$ cat src/rtl/core/assert_macros.svh
// Assertion macros shared by the lookup block RTL.
`ifndef ASSERT_MACROS_SVH
`define ASSERT_MACROS_SVH

// Check a property at every rising clock edge outside reset.
`define ASSERT_ALWAYS(label, prop, msg) \
    label: assert property (@(posedge clk) disable iff (!rst_n) (prop)) \
        else $error(msg);

// Check that a condition implies a consequence in the next cycle.
`define ASSERT_NEXT(label, cond, conseq, msg) \
    label: assert property (@(posedge clk) disable iff (!rst_n) (cond) |=> (conseq)) \
        else $error(msg);

`endif

$ cat src/rtl/core/mtrr_pkg.sv
// Shared types, codes and helpers for the memory type lookup block.
`timescale 1ns / 1ps
`default_nettype none

package mtrr_pkg;

    localparam int VAR_RANGES_DEF = 8;
    localparam int PHYS_BITS_DEF  = 52;
    localparam int FIXED_REGS     = 11;
    localparam int PAGE_SHIFT     = 12;
    localparam int RANGE_IDX_W    = 4;

    localparam logic [1:0] CMD_LOOKUP    = 2'd0;
    localparam logic [1:0] CMD_WR_FIXED  = 2'd1;
    localparam logic [1:0] CMD_WR_BASE   = 2'd2;
    localparam logic [1:0] CMD_WR_MASK   = 2'd3;

    localparam logic [1:0] CFG_MTRR_ENABLE  = 2'd0;
    localparam logic [1:0] CFG_FIXED_ENABLE = 2'd1;
    localparam logic [1:0] CFG_DEFAULT_TYPE = 2'd2;

    localparam logic [2:0] TYPE_UC = 3'd0;
    localparam logic [2:0] TYPE_WT = 3'd4;
    localparam logic [2:0] TYPE_WB = 3'd6;

    localparam logic [1:0] SRC_DISABLED = 2'd0;
    localparam logic [1:0] SRC_FIXED    = 2'd1;
    localparam logic [1:0] SRC_VARIABLE = 2'd2;
    localparam logic [1:0] SRC_DEFAULT  = 2'd3;

    typedef struct packed {
        logic                   capture;
        logic                   step;
        logic                   publish;
        logic [RANGE_IDX_W-1:0] index;
    } dp_cmd_t;

    typedef struct packed {
        logic lookup;
        logic direct;
    } dp_status_t;

    typedef struct packed {
        logic       ok;
        logic [2:0] mem_type;
    } combine_t;

    function automatic combine_t combine_types(input logic [2:0] a, input logic [2:0] b);
        combine_t r;
        r.ok       = 1'b1;
        r.mem_type = a;
        if (a == b) begin
            r.mem_type = a;
        end else if (a == TYPE_UC || b == TYPE_UC) begin
            r.mem_type = TYPE_UC;
        end else if ((a == TYPE_WB && b == TYPE_WT) || (a == TYPE_WT && b == TYPE_WB)) begin
            r.mem_type = TYPE_WT;
        end else begin
            r.ok = 1'b0;
        end
        return r;
    endfunction

endpackage

`default_nettype wire

$ cat src/rtl/core/mtrr_ctl.sv
// Controller: sequences capture, range scan and result hand-off.
`timescale 1ns / 1ps
`default_nettype none
`include "assert_macros.svh"

module mtrr_ctl
    import mtrr_pkg::*;
#(
    parameter int VAR_RANGES = VAR_RANGES_DEF
)
(
    input  wire logic       clk,
    input  wire logic       rst_n,
    input  wire logic       in_valid,
    output logic            in_stall,
    output logic            out_valid,
    input  wire logic       out_stall,
    input  wire dp_status_t status,
    output dp_cmd_t         cmd
);

    localparam int IDX_W = (VAR_RANGES > 1) ? $clog2(VAR_RANGES) : 1;
    localparam logic [IDX_W-1:0] LAST_RANGE = IDX_W'(VAR_RANGES - 1);

    typedef enum logic [2:0] {
        ST_IDLE   = 3'b001,
        ST_SCAN   = 3'b010,
        ST_FINISH = 3'b100
    } ctl_state_t;

    ctl_state_t       state_reg, state_next;
    logic [IDX_W-1:0] cnt_reg, cnt_next;
    logic             out_valid_reg, out_valid_next;
    logic             out_free;

    assign in_stall  = (state_reg != ST_IDLE);
    assign out_valid = out_valid_reg;
    assign out_free  = !out_valid_reg || !out_stall;

    always_comb
    begin
        state_next = state_reg;
        cnt_next   = cnt_reg;
        cmd        = '0;
        cmd.index  = RANGE_IDX_W'(cnt_reg);
        case (state_reg)
            ST_IDLE:
            begin
                if (in_valid)
                begin
                    cmd.capture = 1'b1;
                    if (status.lookup)
                    begin
                        if (status.direct)
                        begin
                            state_next = ST_FINISH;
                        end
                        else
                        begin
                            state_next = ST_SCAN;
                            cnt_next   = '0;
                        end
                    end
                end
            end
            ST_SCAN:
            begin
                cmd.step = 1'b1;
                if (cnt_reg == LAST_RANGE)
                begin
                    state_next = ST_FINISH;
                end
                else
                begin
                    cnt_next = cnt_reg + 1'b1;
                end
            end
            ST_FINISH:
            begin
                if (out_free)
                begin
                    cmd.publish = 1'b1;
                    state_next  = ST_IDLE;
                end
            end
            default:
            begin
                state_next = ST_IDLE;
            end
        endcase
    end

    assign out_valid_next = cmd.publish ? 1'b1 : (out_valid_reg && out_stall);

    always_ff @(posedge clk or negedge rst_n)
    begin
        if (!rst_n)
        begin
            state_reg     <= ST_IDLE;
            cnt_reg       <= '0;
            out_valid_reg <= 1'b0;
        end
        else
        begin
            state_reg     <= state_next;
            cnt_reg       <= cnt_next;
            out_valid_reg <= out_valid_next;
        end
    end

    `ASSERT_ALWAYS(a_publish_free, cmd.publish |-> out_free, "result published over a held item")
    `ASSERT_NEXT(a_publish_valid, cmd.publish, out_valid_reg, "published item not presented")
    `ASSERT_NEXT(a_lookup_busy, in_valid && !in_stall && status.lookup, state_reg != ST_IDLE,
        "accepted lookup left controller idle")
    `ASSERT_NEXT(a_scan_end, state_reg == ST_SCAN && cnt_reg == LAST_RANGE,
        state_reg == ST_FINISH, "range scan overran last range")

endmodule

`default_nettype wire

$ cat src/rtl/core/mtrr_dp.sv
// Datapath: range registers, fixed-range select, range combine and result register.
`timescale 1ns / 1ps
`default_nettype none
`include "assert_macros.svh"

module mtrr_dp
    import mtrr_pkg::*;
#(
    parameter int VAR_RANGES = VAR_RANGES_DEF,
    parameter int PHYS_BITS  = PHYS_BITS_DEF
)
(
    input  wire logic        clk,
    input  wire logic        rst_n,
    input  wire logic        cfg_write,
    input  wire logic [1:0]  cfg_index,
    input  wire logic [2:0]  cfg_data,
    input  wire logic [1:0]  command,
    input  wire logic [3:0]  reg_index,
    input  wire logic [63:0] write_data,
    input  wire logic [51:0] address,
    input  wire dp_cmd_t     cmd,
    output dp_status_t       status,
    output logic [2:0]       memory_type,
    output logic             undefined,
    output logic [1:0]       source
);

    localparam int PAGE_W = PHYS_BITS - PAGE_SHIFT;
    localparam int IDX_W  = (VAR_RANGES > 1) ? $clog2(VAR_RANGES) : 1;
    localparam logic [4:0] RANGE_LIMIT = 5'(VAR_RANGES);
    localparam logic [3:0] FIXED_LIMIT = 4'(FIXED_REGS);

    logic              mtrr_enable_reg;
    logic              fixed_enable_reg;
    logic [2:0]        default_type_reg;

    logic [63:0]       fixed_reg [FIXED_REGS];
    logic [PAGE_W-1:0] base_page_reg [VAR_RANGES];
    logic [2:0]        base_type_reg [VAR_RANGES];
    logic [PAGE_W-1:0] mask_page_reg [VAR_RANGES];
    logic              mask_valid_reg [VAR_RANGES];

    logic [PAGE_W-1:0] page_reg;
    logic [2:0]        acc_type_reg;
    logic [1:0]        acc_src_reg;
    logic              acc_hit_reg;
    logic              acc_undef_reg;
    logic [2:0]        out_type_reg;
    logic              out_undef_reg;
    logic [1:0]        out_src_reg;

    logic              below_1m;
    logic [3:0]        fix_sel;
    logic [2:0]        fix_byte;
    logic [63:0]       fix_word;
    logic [2:0]        fix_type;
    logic [IDX_W-1:0]  scan_idx;
    logic              range_hit;
    combine_t          comb;
    logic [IDX_W-1:0]  wr_idx;
    logic              var_wr_ok;

    assign below_1m = (address[PHYS_BITS-1:20] == '0);

    // 64K layout below 512K, 16K layout to 768K, 4K layout to 1M.
    always_comb
    begin
        if (!address[19])
        begin
            fix_sel  = 4'd0;
            fix_byte = address[18:16];
        end
        else if (!address[18])
        begin
            fix_sel  = address[17] ? 4'd2 : 4'd1;
            fix_byte = address[16:14];
        end
        else
        begin
            fix_sel  = 4'd3 + {1'b0, address[17:15]};
            fix_byte = address[14:12];
        end
    end

    assign fix_word = fixed_reg[fix_sel];
    assign fix_type = fix_word[{fix_byte, 3'b000} +: 3];

    assign status.lookup = (command == CMD_LOOKUP);
    assign status.direct = !mtrr_enable_reg || (fixed_enable_reg && below_1m);

    assign scan_idx  = cmd.index[IDX_W-1:0];
    assign range_hit = mask_valid_reg[scan_idx] &&
        ((page_reg & mask_page_reg[scan_idx]) == (base_page_reg[scan_idx] & mask_page_reg[scan_idx]));
    assign comb      = combine_types(acc_type_reg, base_type_reg[scan_idx]);

    assign wr_idx    = reg_index[IDX_W-1:0];
    assign var_wr_ok = ({1'b0, reg_index} < RANGE_LIMIT);

    always_ff @(posedge clk or negedge rst_n)
    begin
        if (!rst_n)
        begin
            mtrr_enable_reg  <= 1'b0;
            fixed_enable_reg <= 1'b0;
            default_type_reg <= TYPE_UC;
        end
        else if (cfg_write)
        begin
            case (cfg_index)
                CFG_MTRR_ENABLE:  mtrr_enable_reg  <= cfg_data[0];
                CFG_FIXED_ENABLE: fixed_enable_reg <= cfg_data[0];
                CFG_DEFAULT_TYPE: default_type_reg <= cfg_data;
                default:          ;
            endcase
        end
    end

    always_ff @(posedge clk or negedge rst_n)
    begin
        if (!rst_n)
        begin
            for (int i = 0; i < FIXED_REGS; i++)
            begin
                fixed_reg[i] <= '0;
            end
            for (int i = 0; i < VAR_RANGES; i++)
            begin
                base_page_reg[i]  <= '0;
                base_type_reg[i]  <= '0;
                mask_page_reg[i]  <= '0;
                mask_valid_reg[i] <= 1'b0;
            end
        end
        else if (cmd.capture)
        begin
            case (command)
                CMD_WR_FIXED:
                begin
                    if (reg_index < FIXED_LIMIT)
                    begin
                        fixed_reg[reg_index] <= write_data;
                    end
                end
                CMD_WR_BASE:
                begin
                    if (var_wr_ok)
                    begin
                        base_page_reg[wr_idx] <= write_data[PHYS_BITS-1:PAGE_SHIFT];
                        base_type_reg[wr_idx] <= write_data[2:0];
                    end
                end
                CMD_WR_MASK:
                begin
                    if (var_wr_ok)
                    begin
                        mask_page_reg[wr_idx]  <= write_data[PHYS_BITS-1:PAGE_SHIFT];
                        mask_valid_reg[wr_idx] <= write_data[11];
                    end
                end
                default: ;
            endcase
        end
    end

    always_ff @(posedge clk or negedge rst_n)
    begin
        if (!rst_n)
        begin
            acc_hit_reg   <= 1'b0;
            acc_undef_reg <= 1'b0;
        end
        else if (cmd.capture && status.lookup)
        begin
            acc_hit_reg   <= 1'b0;
            acc_undef_reg <= 1'b0;
        end
        else if (cmd.step && range_hit)
        begin
            if (!acc_hit_reg)
            begin
                acc_hit_reg <= 1'b1;
            end
            else if (!acc_undef_reg && !comb.ok)
            begin
                acc_undef_reg <= 1'b1;
            end
        end
    end

    always_ff @(posedge clk)
    begin
        if (cmd.capture && status.lookup)
        begin
            page_reg <= address[PHYS_BITS-1:PAGE_SHIFT];
            if (!mtrr_enable_reg)
            begin
                acc_type_reg <= TYPE_UC;
                acc_src_reg  <= SRC_DISABLED;
            end
            else if (fixed_enable_reg && below_1m)
            begin
                acc_type_reg <= fix_type;
                acc_src_reg  <= SRC_FIXED;
            end
            else
            begin
                acc_type_reg <= default_type_reg;
                acc_src_reg  <= SRC_DEFAULT;
            end
        end
        else if (cmd.step && range_hit)
        begin
            if (!acc_hit_reg)
            begin
                acc_type_reg <= base_type_reg[scan_idx];
                acc_src_reg  <= SRC_VARIABLE;
            end
            else if (!acc_undef_reg && comb.ok)
            begin
                acc_type_reg <= comb.mem_type;
            end
        end
        if (cmd.publish)
        begin
            out_type_reg  <= acc_undef_reg ? TYPE_UC : acc_type_reg;
            out_undef_reg <= acc_undef_reg;
            out_src_reg   <= acc_src_reg;
        end
    end

    assign memory_type = out_type_reg;
    assign undefined   = out_undef_reg;
    assign source      = out_src_reg;

    `ASSERT_ALWAYS(a_undef_needs_hit, acc_undef_reg |-> acc_hit_reg,
        "undefined flag set without a matching range")

endmodule

`default_nettype wire

$ cat src/rtl/core/mtrr_memory_type_lookup.sv
// Top level of the memory type lookup block: controller and datapath.
//
//   channel   direction  handshake               payload
//   in        in         in_valid / in_stall     command, reg_index, write_data, address
//   out       out        out_valid / out_stall   memory_type, undefined, source
//   cfg       in         cfg_write               cfg_index, cfg_data
//
// A register write item is written when it is accepted and gives no result.
// A disabled or fixed-range lookup goes from acceptance to the finish state, which loads the
// output register; a variable-range lookup passes the scan state first, as the range compare
// walks one range a cycle. in_stall holds from a lookup's acceptance until its result enters
// the output register, so a new lookup is not taken while one is in progress; out_stall holds
// the output register and, while a finished result waits behind it, the input too.
// Reset clears all configuration, fixed, base and mask registers at once.
`timescale 1ns / 1ps
`default_nettype none

module mtrr_memory_type_lookup
    import mtrr_pkg::*;
#(
    parameter int VAR_RANGES = VAR_RANGES_DEF,
    parameter int PHYS_BITS  = PHYS_BITS_DEF
)
(
    input  wire logic        clk,
    input  wire logic        rst_n,
    input  wire logic        cfg_write,
    input  wire logic [1:0]  cfg_index,
    input  wire logic [2:0]  cfg_data,
    input  wire logic        in_valid,
    output logic             in_stall,
    input  wire logic [1:0]  command,
    input  wire logic [3:0]  reg_index,
    input  wire logic [63:0] write_data,
    input  wire logic [51:0] address,
    output logic             out_valid,
    input  wire logic        out_stall,
    output logic [2:0]       memory_type,
    output logic             undefined,
    output logic [1:0]       source
);

    dp_cmd_t    cmd;
    dp_status_t status;

    mtrr_ctl #(
        .VAR_RANGES (VAR_RANGES)
    ) u_ctl (
        .clk       (clk),
        .rst_n     (rst_n),
        .in_valid  (in_valid),
        .in_stall  (in_stall),
        .out_valid (out_valid),
        .out_stall (out_stall),
        .status    (status),
        .cmd       (cmd)
    );

    mtrr_dp #(
        .VAR_RANGES (VAR_RANGES),
        .PHYS_BITS  (PHYS_BITS)
    ) u_dp (
        .clk         (clk),
        .rst_n       (rst_n),
        .cfg_write   (cfg_write),
        .cfg_index   (cfg_index),
        .cfg_data    (cfg_data),
        .command     (command),
        .reg_index   (reg_index),
        .write_data  (write_data),
        .address     (address),
        .cmd         (cmd),
        .status      (status),
        .memory_type (memory_type),
        .undefined   (undefined),
        .source      (source)
    );

endmodule

`default_nettype wire
$ cat config.mk
export PLATFORM = sky130hd
export DESIGN_NAME = mtrr_memory_type_lookup
export DESIGN_NICKNAME = d
export VERILOG_FILES = /design/src/rtl/core/mtrr_pkg.sv /design/src/rtl/core/mtrr_ctl.sv /design/src/rtl/core/mtrr_dp.sv /design/src/rtl/core/mtrr_memory_type_lookup.sv
export VERILOG_INCLUDE_DIRS = /design/src /design/src/rtl/core
export SDC_FILE = /design/constraint.sdc
export NUM_CORES = 2
export LEC_CHECK = 0
export BUFFER_PORTS_ARGS = -buffer_cell sky130_fd_sc_hd__buf_2
export CAP_MARGIN = 20
export CORE_MARGIN = 2
export CORE_UTILIZATION = 45
export DETAILED_ROUTE_END_ITERATION = 6
export GPL_ROUTABILITY_DRIVEN = 0
export PLACE_DENSITY = 0.6
export SYNTH_ARGS = -nofsm -noshare
export SYNTH_HDL_FRONTEND = slang
export SYNTH_SLANG_ARGS = --single-unit
$ cat constraint.sdc
create_clock -name clk -period 6.34 [get_ports clk]
set_input_delay 1.268 -clock clk [delete_from_list [all_inputs] [get_ports clk]]
set_output_delay 1.268 -clock clk [all_outputs]
set_load 0.01 [all_outputs]
**Word level (Yosys, flattened, before mapping)**

Index checks and enable logic that the tools add are counted.
Widths: inputs -> output; s select.

- Logic and storage cells: 213
- Register bits after elaboration: 1,441
- Input port bits: 132
- Output and inout bits: 8

- Order comparisons: 8
- Add/sub/neg operators: 2
- Shift operators: 1
- Muxes and demuxes: 73
- Bitwise operators: 6
- Eq/ne operators: 26
- Reductions and logical operators: 40

Operator list:

| cell | number |
|---|---|
| $bwmux 704 | 1 |
| $bwmux 320 | 2 |
| $bmux 64 s4 | 1 |
| $demux 64 s4 | 1 |
| $bmux 40 s3 | 2 |
| $mux 40 | 5 |
| $mux 64 | 3 |
| $demux 40 s3 | 1 |
| $and 40x40->40 | 2 |
| $mux 3 | 23 |
| $shiftx 64x7->3 | 1 |
| $eq 40x40->1 | 1 |
| $logic_not 32->1 | 1 |
| $bwmux 24 | 1 |
| $eq 3x3->1 const B | 6 |
| $mux 1 | 18 |
| $mux 2 | 6 |
| $reduce_and 3->1 | 4 |
| $logic_and 1x1->1 | 11 |
| $ge 5x5->1 const B | 2 |
| $not 4->5 | 2 |
| $bmux 3 s3 | 1 |
| $demux 3 s3 | 1 |
| $pmux 3 s3 | 1 |
| 30 further kinds | 59 |

**Longest topological paths before layout**

- Depth in word-level cells: 16
- Mapped depth: 14
- Gate-level depth less buffers: 10

**Modules after synthesis**

A second synthesis with hierarchy kept.

- Cell total of the unflattened synthesis: 3,462
- Area total of the unflattened synthesis: 45,803.9 um2

By module, submodules not included:

| module | instances | sequential area each (um2) | area an instance (um2) | cells each |
|---|---|---|---|---|
| mtrr_dp | 1 | 25,129.1 | 45,404.8 | 3,420 |
| mtrr_ctl | 1 | 176.4 | 399.1 | 42 |

**Worst setup path before layout**

Ideal clock, no wire load.

- Kind: input -> register
- Start: input in_valid
- End: register u_dp.acc_type_reg[2] (data pin)
- Data required time: 6,075 ps
- Path slack: 2,416 ps
- Setup time: 265 ps
- Stages on the path: 9
- Arrival: 3,659 ps
- Path buffers: 1
- Cells stage by stage: nand2_1 -> or3_1 -> clkbuf_1 -> clkinv_1 -> and2_1 -> o21ai_0 -> nor3_1 -> and4_1 -> or3_1

- Cells in the longest elaborated chain, start to end: 4

RTL lines:

| element | RTL line | source |
|---|---|---|
| start: declaration | mtrr_memory_type_lookup.sv:30 | `input wire logic in_valid,` |
| $mux 1 | mtrr_ctl.sv:49 | `if (in_valid)` |
| $mux 1 | mtrr_ctl.sv:46 | `case (state_reg)` |
| $logic_and 1x1->1 | mtrr_dp.sv:193 | `if (cmd.capture && status.lookup)` |
| $mux 3 | mtrr_dp.sv:193 |  |
| end signal: assignment | mtrr_dp.sv:203 | `acc_type_reg <= fix_type;` |
| end signal: assignment | mtrr_dp.sv:208 | `acc_type_reg <= default_type_reg;` |
| end signal: assignment | mtrr_dp.sv:216 | `acc_type_reg <= base_type_reg[scan_idx];` |
| end: declaration | mtrr_dp.sv:45 | `logic [2:0] acc_type_reg;` |

Every way passes these cells.
A chain may end at the register's enable or synchronous reset.

**Worst setup path in the final report**

- Start: register u_ctl.cnt_reg[1]
- End: register u_dp.acc_src_reg[0], enable pin

- Cells in the longest elaborated chain, start to end: 10
- Elaborated cells between the ends (all ways): 17
- Those cells by class: 1 x eq/ne; 9 x mux; 3 x bitwise; 4 x reduce/logical

RTL lines:

| element | RTL line | source |
|---|---|---|
| start: declaration | mtrr_ctl.sv:32 | `logic [IDX_W-1:0] cnt_reg, cnt_next;` |
| start signal: assignment | mtrr_ctl.sv:106 | `cnt_reg <= cnt_next;` |
| $not 3->4 (implied by the code) * | mtrr_dp.sv:93, mtrr_dp.sv:94 |  |
| $bmux 40 s3 | mtrr_dp.sv:94 | `((page_reg & mask_page_reg[scan_idx]) == (base_page_reg[scan_idx] & mask_page_reg[scan_idx]));` |
| $mux 40 (implied by the code) (2 in series) | mtrr_dp.sv:94 |  |
| $and 40x40->40 | mtrr_dp.sv:94 |  |
| $eq 40x40->1 | mtrr_dp.sv:94 |  |
| $logic_and 1x1->1 * | mtrr_dp.sv:93 | `assign range_hit = mask_valid_reg[scan_idx] &&` |
| $logic_and 1x1->1 * | mtrr_dp.sv:212 | `else if (cmd.step && range_hit)` |
| $reduce_bool 2->1 (no line) * | n/a |  |
| $reduce_and 2->1 (no line) * | n/a |  |
| end signal: assignment | mtrr_dp.sv:204 | `acc_src_reg <= SRC_FIXED;` |
| end signal: assignment | mtrr_dp.sv:209 | `acc_src_reg <= SRC_DEFAULT;` |
| end signal: assignment | mtrr_dp.sv:217 | `acc_src_reg <= SRC_VARIABLE;` |
| end: declaration | mtrr_dp.sv:46 | `logic [1:0] acc_src_reg;` |

Mark *: on every way between the ends. The rest lies on a longest branch, timed or not. The select of a mux whose other input is x is not followed.

==> impl_metrics.json <==
{
  "outcome": "complete, no violations",
  "mappedNetlistArea_um2": 45760,
  "initial_antenna_violation_count": 10,
  "nNetsFinal": 3563,
  "clkSlewWorstSetupHoldPaths_ps": 60,
  "design.die.area_um2": 104300,
  "drt_iter0_drc": 2204,
  "grt_pass1_vias": 30400,
  "holdBufCountCts": 0,
  "row_count": 116,
  "power.leakage_nw": 24.14,
  "drt_pre_antenna_iters": 7,
  "setup_viol": 0,
  "yosysTopAreaCell": "sky130_fd_sc_hd__dfrtp_1",
  "place_ws_ps": 1411,
  "slowest_stage_cell_cp": "sky130_fd_sc_hd__dfrtp_4",
  "post-route-min-period_ps": 4505,
  "final_max_slew_viol_count": 0,
  "layout_worst_path_cycle_share_pct": 71.06,
  "globalRouteOverflowTotal": 0,
  "io_pins": 140,
  "post_cts.repair.setup_buffers": 0,
  "global_route.usage.total_pct": 24.59,
  "worst_path_dominant_cell_family": "compound AO/OA/AOI/OAI gates",
  "ordered_cell_list_for_the_critical_path": "buf_4 -> nor3b_1 -> o21ai_0 -> nand3_1 -> a2111oi_0 -> o21ai_0 -> o32ai_1 -> o21ai_1 -> o21ai_0",
  "timing.critical_path.arrival_ps": 4840,
  "synth_sequential_area_ratio_pct": 55.30,
  "timing.critical_path.from_type": "register",
  "wire_length_of_the_first_global_routing_pass_mm": 192.1,
  "worstPathMaxFanout": 55,
  "fin_skew_ps": 30.62,
  "timing.slew.headroom_pct": 22.61,
  "synth_warnings": 0,
  "clock-sinks": 1001,
  "dieHeight_um": 322.9,
  "async_flop_share_pct": 94.91,
  "cts_root_buf": "sky130_fd_sc_hd__clkbuf_16",
  "setup_ws_ps": 1835,
  "synth_flop_cell": "sky130_fd_sc_hd__dfrtp_1",
  "path_class": "reg2reg",
  "yosysTopAreaCellShare_pct": 51.89,
  "htree_levels": 3,
  "clk_path_buf_depth": 3,
  "layout-drive-gt1-share_pct": 38.59,
  "vdd_ir_drop_max_uv": 203.5,
  "critical_path.max_stage_delay_ps": 990,
  "tritoncts_clock_tree": "yes",
  "mean_instance_size_in_the_synthesized_netlist_um2": 13.39,
  "ant_nets": 0,
  "coreArea_um2": 100400,
  "routed_wirelength_mm": 127.2,
  "syn_inst": 3418,
  "setup.worst_path.end_class": "register",
  "syn-num-nets": 3553,
  "areaGrowthSynthToFinish_pct": 11.71,
  "fmax_mhz": 222.0,
  "die_x_um": 322.9,
  "grt_start_max_net_pins": 189,
  "synth_edf_count": 51,
  "hold_path.class": "reg2reg",
  "setup-tns-final_ps": 0,
  "starting_utilization_of_the_core_area_pct": 45.56,
  "number_of_library_cell_types_mapped_by_synthesis": 82,
  "unrepaired_setup_endpoints_after_global_routing": "false",
  "number_of_buffers_and_inverters_on_the_critical_path": 1,
  "cts_resized": 0,
  "drc": 0,
  "transition_time_of_the_tightest_slew_check_pin_ps": 1156,
  "hold_viol": 0,
  "post-dp-hpwl_mm": 79.41,
  "critical_path_rt_ps": 6670,
  "numPortBuffers": 113,
  "dominant_cells_by_area_after_synthesis": "sky130_fd_sc_hd__dfrtp_1 52%, sky130_fd_sc_hd__mux2_2 23%, sky130_fd_sc_hd__xor2_1 4.4%",
  "power_density_nw_per_um2": 331.2,
  "cp_common_cell": "sky130_fd_sc_hd__o21ai_0",
  "drv_cap": 0,
  "post_drt_wl_per_cell_um": 26.09,
  "synth-seq-cells": 1001,
  "via_count": 28590,
  "cts_inserted_buffers": 108,
  "route.detailed.vias_per_inst": 5.864,
  "clk_latency_ps": 690
}
cells by family (layout without fill, tap and decap cells):
kind of cell / after synthesis / count (layout) / share of synthesized area (%)
simple gates: 423 / 423 / 4.602
fa+ha+maj: 3 / 3 / 0.08203
buf+inv: 305 / 401 / 2.841
xor+xnor: 241 / 241 / 4.613
mux: 1055 / 1055 / 26.43
flops: 1001 / 1001 / 55.30
compound gates: 390 / 390 / 6.135
other cells: 0 / 4 / 0
cells in the mapped netlist (6+ instances only):
cell and n:
sky130_fd_sc_hd__nand4_1 13, sky130_fd_sc_hd__xor2_1 228, sky130_fd_sc_hd__nor4_1 11, sky130_fd_sc_hd__edfxtp_1 51
sky130_fd_sc_hd__nor2_1 46, sky130_fd_sc_hd__nand2_1 155, sky130_fd_sc_hd__buf_6 6, sky130_fd_sc_hd__nor3b_1 8
sky130_fd_sc_hd__buf_4 15, sky130_fd_sc_hd__dfrtp_1 949, sky130_fd_sc_hd__nor3_1 17, sky130_fd_sc_hd__mux2_2 954
sky130_fd_sc_hd__nor2b_1 6, sky130_fd_sc_hd__buf_1 41, sky130_fd_sc_hd__o32ai_1 18, sky130_fd_sc_hd__a31oi_1 31
sky130_fd_sc_hd__clkbuf_1 169, sky130_fd_sc_hd__a2111oi_0 10, sky130_fd_sc_hd__or3_1 6, sky130_fd_sc_hd__a22o_1 7
sky130_fd_sc_hd__nand3_1 83, sky130_fd_sc_hd__nand3b_1 15, sky130_fd_sc_hd__xnor2_1 13, sky130_fd_sc_hd__a22oi_1 31
sky130_fd_sc_hd__a21oi_1 77, sky130_fd_sc_hd__and3_1 26, sky130_fd_sc_hd__mux4_2 22, sky130_fd_sc_hd__a222oi_1 21
sky130_fd_sc_hd__o22ai_1 19, sky130_fd_sc_hd__o21ai_0 48, sky130_fd_sc_hd__a221o_1 18, sky130_fd_sc_hd__mux2i_1 75
sky130_fd_sc_hd__buf_2 43, sky130_fd_sc_hd__inv_1 30, sky130_fd_sc_hd__nand2b_1 12, sky130_fd_sc_hd__a221oi_1 29
sky130_fd_sc_hd__a211oi_1 17
per-stage QoR:
stage               hold WS, ps  instance area (µm²)  util, %  power (mW)  std cells
finish                    424.0                51120    50.90       16.93       4875
CTS                       425.7                51100    50.88       17.07       4870
floorplan                 400.3                45760        -       9.643       3418
detailed placement        411.1                47470    47.26       10.63       4674
global route              425.5                51120    50.89       17.67       4873
global placement          415.4                47460    47.25       10.45       4673
cell type report:
cell class	count	area, µm²
diodes	4	10.01
clock buffers	164	3207
clock inverters	32	429.2
fillers	8452	49320
inverters	31	116.4
multi-input cells	2112	19240
flip-flops and latches	1001	25310
well taps	1357	1698
repair buffers	174	1112
placed cells by master (no fill, tap or decap), types with 48 or more instances in the layout:
master	netlist	final
sky130_fd_sc_hd__a21oi_1	77	77
sky130_fd_sc_hd__buf_2	43	112
sky130_fd_sc_hd__buf_4	15	53
sky130_fd_sc_hd__clkbuf_16	0	111
sky130_fd_sc_hd__dfrtp_1	949	947
sky130_fd_sc_hd__edfxtp_1	51	51
sky130_fd_sc_hd__mux2_2	954	954
sky130_fd_sc_hd__mux2i_1	75	75
sky130_fd_sc_hd__nand2_1	155	142
sky130_fd_sc_hd__nand3_1	83	81
sky130_fd_sc_hd__o21ai_0	48	48
sky130_fd_sc_hd__xor2_1	228	228
worst paths after layout:
kind                                startpoint  slack (ps)                 endpoint  cells after the start
hold / removal             u_dp.acc_src_reg[1]         420           u_dp.source[1]                      0
setup reg to reg              u_ctl.cnt_reg[1]        1830      u_dp.acc_src_reg[0]                      9
hold reg to reg            u_dp.acc_src_reg[1]         420           u_dp.source[1]                      0
min in group asynchronous                rst_n         650   u_dp.base_page_reg[98]                      1
max in group asynchronous                rst_n        4140  u_dp.base_page_reg[257]                      2
setup / recovery              u_ctl.cnt_reg[1]        1830      u_dp.acc_src_reg[0]                      9
routing by layer:
layer	part of all wire, %	GRT usage [%]	vias up
met5	0.056	0	-
met4	2.9	8.114	10
met3	4.8	3.337	220
met2	49	41.39	767
met1	43	32.88	15160
li1	-	-	12430
power by group:
group	internal [mW]	leakage, nW	switching, mW
Sequential	7.33	13.3	0.596
Clock	3.84	1.79	2.57
Combinational	1.24	9.09	1.35
Total	12.4	24.1	4.52
Power figures use the tool's default switching activity.
